[src/rtl/core/lpht_pkg.sv]
`default_nettype none
package lpht_pkg;

  localparam int unsigned CAP_W   = 11;
  localparam int unsigned CAP_MIN = 16;

  typedef enum logic [1:0] {
    CMD_INSERT = 2'd0,
    CMD_LOOKUP = 2'd1,
    CMD_CLEAR  = 2'd2,
    CMD_NOP    = 2'd3
  } cmd_t;

  typedef enum logic [1:0] {
    ST_OK   = 2'd0,
    ST_FULL = 2'd1,
    ST_ZERO = 2'd2
  } status_t;

  typedef struct packed {
    logic [1:0]  cmd;
    logic [63:0] key_hash;
    logic [63:0] entry_offset;
  } in_req_t;

  typedef struct packed {
    logic        found;
    logic [63:0] result_offset;
    logic [1:0]  status;
  } out_rsp_t;

  // controller -> datapath
  typedef struct packed {
    logic load;       // capture request, start modulo
    logic mod_step;   // one restoring-division step
    logic rd;         // read slot at probe pointer
    logic wr;         // write slot at probe pointer
    logic advance;    // step probe pointer
    logic clr_start;  // reset clear pointer
    logic clr_step;   // zero one slot
  } dp_cmd_t;

  // datapath -> controller
  typedef struct packed {
    logic mod_done;
    logic slot_empty;
    logic slot_match;
    logic probes_done;
    logic clr_done;
    logic key_zero;
  } dp_sts_t;

endpackage
`default_nettype wire

[src/rtl/core/lpht_ctrl.sv]
`default_nettype none
module lpht_ctrl (
  input  wire                     clk,
  input  wire                     rst_n,
  input  wire                     start,
  input  wire lpht_pkg::in_req_t  req,
  input  wire lpht_pkg::dp_sts_t  sts,
  input  wire [63:0]              rd_offset,
  output logic                    busy,
  output lpht_pkg::dp_cmd_t       cmd,
  output logic                    out_valid,
  output lpht_pkg::out_rsp_t      out_rsp
);
  typedef enum logic [2:0] {
    S_IDLE, S_MOD, S_CHECK, S_READ, S_WAIT, S_CLEAR, S_INIT
  } state_t;

  state_t state_r;
  logic   is_ins_r;
  logic   out_valid_r;
  lpht_pkg::out_rsp_t rsp_r;

  assign busy      = (state_r != S_IDLE);
  assign out_valid = out_valid_r;
  assign out_rsp   = rsp_r;

  logic go;
  assign go = start && !busy;

  always_comb begin
    cmd = '0;
    cmd.load      = go;
    cmd.clr_start = go && (req.cmd == lpht_pkg::CMD_CLEAR);
    unique case (state_r)
      S_MOD:   cmd.mod_step = 1'b1;
      S_READ:  cmd.rd = !sts.probes_done;
      S_CHECK: begin
        cmd.wr      = sts.slot_empty && is_ins_r;
        cmd.advance = !sts.slot_empty && !(sts.slot_match && !is_ins_r);
      end
      S_CLEAR: cmd.clr_step = !sts.clr_done;
      // table starts empty: one clearing pass after reset
      S_INIT:  cmd.clr_step = !sts.clr_done;
      default: ;
    endcase
  end

  // request finishes this cycle; response shows up next cycle
  logic done;
  always_comb begin
    done = 1'b0;
    unique case (state_r)
      S_IDLE:  done = go && ((req.cmd == lpht_pkg::CMD_NOP) ||
                             (req.cmd != lpht_pkg::CMD_CLEAR && sts.key_zero));
      S_READ:  done = sts.probes_done;
      S_CHECK: done = sts.slot_empty || (sts.slot_match && !is_ins_r);
      S_CLEAR: done = sts.clr_done;
      default: done = 1'b0;
    endcase
  end

  always_ff @(posedge clk) begin
    if (!rst_n) begin
      state_r     <= S_INIT;
      out_valid_r <= 1'b0;
      is_ins_r    <= 1'b0;
    end else begin
      out_valid_r <= done;
      unique case (state_r)
        S_IDLE: if (go) begin
          is_ins_r <= (req.cmd == lpht_pkg::CMD_INSERT);
          unique case (req.cmd) inside
            lpht_pkg::CMD_INSERT, lpht_pkg::CMD_LOOKUP: begin
              if (sts.key_zero) begin
                rsp_r <= '{found: 1'b0, result_offset: '0, status: lpht_pkg::ST_ZERO};
              end else begin
                rsp_r   <= '0;
                state_r <= S_MOD;
              end
            end
            lpht_pkg::CMD_CLEAR: begin
              rsp_r   <= '0;
              state_r <= S_CLEAR;
            end
            default: rsp_r <= '0;
          endcase
        end
        S_MOD: if (sts.mod_done) state_r <= S_READ;
        S_READ: begin
          if (sts.probes_done) begin
            rsp_r.status <= lpht_pkg::ST_FULL;
            state_r      <= S_IDLE;
          end else state_r <= S_WAIT;
        end
        S_WAIT: state_r <= S_CHECK;
        S_CHECK: begin
          if (sts.slot_empty) begin
            state_r <= S_IDLE;
          end else if (sts.slot_match && !is_ins_r) begin
            rsp_r.found         <= 1'b1;
            rsp_r.result_offset <= rd_offset;
            state_r             <= S_IDLE;
          end else state_r <= S_READ;
        end
        S_CLEAR: if (sts.clr_done) state_r <= S_IDLE;
        S_INIT:  if (sts.clr_done) state_r <= S_IDLE;
        default: state_r <= S_IDLE;
      endcase
    end
  end
endmodule
`default_nettype wire

[config.mk]
export PLATFORM = sky130hd
export DESIGN_NAME = lpht_ctrl
export DESIGN_NICKNAME = d
export VERILOG_FILES = /design/src/rtl/core/lpht_pkg.sv /design/src/rtl/core/lpht_ctrl.sv
export SDC_FILE = /design/constraint.sdc
export NUM_CORES = 1
export LEC_CHECK = 0
export BUFFER_PORTS_ARGS = -buffer_cell sky130_fd_sc_hd__buf_2
export CORE_AREA = 2 2 110 112
export DETAILED_ROUTE_END_ITERATION = 6
export DIE_AREA = 0 0 112 114
export SLEW_MARGIN = 20
export SYNTH_ARGS = -nofsm -noshare
export SYNTH_HDL_FRONTEND = slang
export SYNTH_SLANG_ARGS = --single-unit
[constraint.sdc]
create_clock -name clk -period 21.3 [get_ports clk]
set_input_delay 6.39 -clock clk [delete_from_list [all_inputs] [get_ports clk]]
set_output_delay 6.39 -clock clk [all_outputs]
set_load 0.02 [all_outputs]
# Yosys cells after proc, flatten, opt, wreduce, memory -nomap -nowiden
# Index checks and enable logic that the tools add are counted.
# totals
register_bits	72
word_cells	72
# classes
eq_ne	18
n_mux	22
reduce_logical	26
# op_table
cell	count
67-bit two-way mux	2
65-bit two-way mux	2
65-bit case mux with 2 select lines	1
3-bit case mux with 6 select lines	1
3-bit two-way mux	5
2-bit inequality test (second input constant)	6
2-bit two-way mux	5
5-bit AND reduction	2
3-bit == test (second input constant)	3
1-bit logical AND	7
3-bit by 2-bit == test with 1-bit output (second input constant)	2
1-bit logical NOT	6
3-bit case mux with 2 select lines	1
2-bit == test (second input constant)	2
1-bit case mux with 4 select lines	1
2-bit case mux with 2 select lines	1
4-bit AND reduction	1
2-bit nonzero test	2
2-bit OR reduction	2
3-bit by 1-bit == test with 1-bit output (second input constant)	1
3-bit logical NOT	1
1-bit two-way mux	3
3-bit by 2-bit inequality test with 1-bit output (second input constant)	1
3-bit inequality test (second input constant)	1
other kinds (6)	7

# Longest topological paths before layout
# logic_depth
depth_word	5
mapped_depth	5
mapped_depth_nobuf	4

# Worst setup path after synthesis
# Ideal clock, no wire load.
# synth_path
kind	input port to output port
from	in sts[3] (netlist bit)
to	out cmd[2] (netlist bit)
arrival_ps	6858
required_time_ps	14910
path_slack_ps	8052
stages	3
n_path_buf	0
path_cell_list	nor2b_1 -> nor2_1 -> and2_1
# synth_lines
item	line_no	source
from (decl)	lpht_ctrl.sv:7	input wire lpht_pkg::dp_sts_t sts,
to (decl)	lpht_ctrl.sv:10	output lpht_pkg::dp_cmd_t cmd,

==> results.md <==
* Area share of the largest cell type after synthesis at 68.6%
* Hold path startpoint: is_ins_r
* Layout area overhead at 41.1%
* Core ar. at 0.0117 mm²
* Max-cap violations at 0
* Crit path required time at 14.91 ns
* Worst reg2reg path startpoint: state_r[1]
* IO Port Bufs at 150
* Vias/cell at 4.14
* CP startpoint kind: primary input
* I/O pins at 279
* Final hold slack at 0.458 ns
* Post-synthesis sequential element count at 72
* Post-route clock period utilization at 63.5%
* Cells after synthesis at 200
* Critical Path Stages at 5
* Setup_tns at 0 ns
* CTS tree: built
* Detailed Routing Iterations Pass 1 at 4
* Hold Crit Depth at 2
* Clk sinks at 72
* P per Cell Area at 89.4 mW/mm²
* Sequential Area at 0.00211 mm²
* Max-slew headroom at 43.5%
* Most common cell on crit path: buf_2
* Remaining DRCs at 0
* Initial antenna violation count at 0
* ANT nets after route at 0
* Critical-path cell list: buf_2 > nor2b_1 > nor2_1 > and2_1 > buf_2
* Area leader, netlist: edfxtp_1
* Rows at 40
* Crit path max-delay family: simple AND/OR/NAND/NOR gates
* Arr. time, crit path at 7.14 ns
* Hold endpoint: is_ins_r
* Global route overflow at 0
* Net count after synthesis at 403
* Most frequent cells in the layout: buf_2 (150), edfxtp_1 (67), and2_1 (65), clkbuf_16 (9), nand2_1 (6)
* R2R Setup Slk at 18.48 ns
* Hold-fix buffers at CTS at 0
* CP bufs+invs at 2
* Final setup violation count at 0
* Sequential share of the synthesized area at 72.0%
* Max Clock Skew at 0.00373 ns
* # resized after CTS at 0
* Pin count of the biggest net entering global routing at 66
* Fmax at 73.9 MHz
* Synth warnings at 0
* Synthesized area per cell at 14.7 µm²
* Max FO, Critical Path at 3
* Die height at 114 µm
* FF-to-FF path depth at 4
* Worst vdd ir at 32.0 µV
* Routability cong. at 0.808
* Vias at 2086
* Max incr delay on CP at 0.18 ns
* Fill cells at 1168
* Kind of critical path: primary input to primary output
* Worst reg2reg path endpoint: out_rsp[37]
* Post-DR wirelength/cell at 13.3 µm
* Worst Hold Class: flop to flop
* Maximum root-to-sink buffer count at 2
* Num CTS Buffers at 9
* Multi-input gate area at 754 µm²
* Final wirelength at 6.71 mm
* Leak at 0.00178 µW
* Area contributors post-synth: edfxtp_1 (69%), and2_1 (14%), dfxtp_1 (3.4%)
* H-tree Lvls at 3
* Total global-route track usage at 10.5%
* Initial Util at 25.1%
* Run status: complete, no violations
* HPWL after DPL at 4.88 mm
* Unique masters post-synth at 38
* Vias in the first global route at 2070
* Clock latency on the worst-skew pair at 0.32 ns
* Post-CTS setup buffer count at 0
* Worst slack, placed at 7.74 ns
* Mapped Area at 0.00293 mm²
* Fin. Hold Viols at 0
* Worst-margin pin slew at 0.848 ns
* Root Driver: clkbuf_16
* Chip Width at 112 µm
* Unrepaired setup endpoints after global routing: false
* Setup ws final at 7.77 ns
* CP max-delay cell: nor2_1
* First-pass GRT wire length at 10.3 mm
* Share of cells above drive strength 1 at 47.6%
* Nets at 555
* Antenna diodes at 0
* CP Capture Type: primary output
* Commonest non-fill, non-tap cell in the layout: buf_2
* Drt initial violations at 114
* CTS clock-pin slew for the worst setup and hold paths at 0.05 ns
* Final Max Tran Viols at 0
* Post-layout min period at 13.53 ns
* Die ar. at 0.0128 mm²
## stage by stage
step           std cells  power (µW)  cell area, µm²  utilization (%)
2_1_floorplan        200         203            2930                -
3_3_place_gp         488         218            3830             32.7
3_5_place_dp         488         219            3830             32.7
4_1_cts              504         377            4140             35.4
5_1_grt              504         389            4140             35.4
6_report             504         370            4140             35.4
## kinds of logic (layout without fill, tap and decap cells)
kind of cell,Yosys count,in the layout,synth area share [%]
simple gates,95,95,20.5
flops,72,72,72.0
buf+inv,16,173,2.69
compound gates,14,14,3.80
mux,2,2,0.725
xor+xnor,1,1,0.299
## how the worst max path moves through the flow
stage	end	from	slack, ns
global placement	cmd[2]	sts[3]	7.75
floorplan	cmd[2]	sts[3]	8.05
global route	cmd[2]	sts[3]	7.67
detailed placement	cmd[2]	sts[3]	7.74
finish	cmd[2]	sts[3]	7.77
CTS	cmd[2]	sts[3]	7.74
## power by group
part | switching, µW | total, µW | internal, µW | leakage [µW]
Clock | 52.7 | 155 | 102 | 0.000148
Combinational | 26.8 | 46.8 | 20.0 | 0.000960
Sequential | 4.20 | 168 | 164 | 0.000673
## synth_stat cells
master,number
o31ai_1,2
mux2i_1,1
nor2b_1,4
a211oi_2,1
buf_2,1
nor3_4,1
or3_1,1
clkbuf_2,2
a22o_1,1
mux2_2,1
and3b_1,1
nand3b_1,2
and2b_1,1
inv_1,5
o311ai_0,1
edfxtp_1,67
a21boi_1,1
buf_6,1
nor3_1,2
and2_1,65
nand2_1,6
a21oi_1,2
and4b_1,1
nor3b_4,1
xor2_1,1
a211oi_1,1
or2b_1,1
buf_4,2
a32oi_1,2
clkbuf_1,5
nor2_1,4
nand2_2,1
dfxtp_1,5
o311ai_1,1
a21boi_0,2
and3_1,2
nor3b_1,1
nand2b_1,1
## sequential cells by signal, indices dropped and copies added, names as in the netlist
name       cells
out_valid      1
is_ins_r       1
state_r        3
out_rsp       67
## metal layers
metal | track usage, % | wire length [µm]
met2 | 17.7 | 3410
met5 | 0 | 0
met4 | 6.99 | 206
met1 | 12.1 | 2640
met3 | 2.34 | 456
## worst min-delay path, delay by kind of cell (launching register included)
kind               cells  cell delay [ns]
and+or+nand+nor        1             0.05
DFF                    1             0.31
AOI/OAI and AO/OA      1             0.05
## area by class of cell
cell class              count  area share (%)
multi-input cells         112            18.2
repair buffers            152            18.5
well taps                 147            4.44
inverters                   5           0.453
clock inverters             4            1.66
clock buffers              12            5.71
flip-flops and latches     72            51.0
Power figures use the tool's default switching activity.
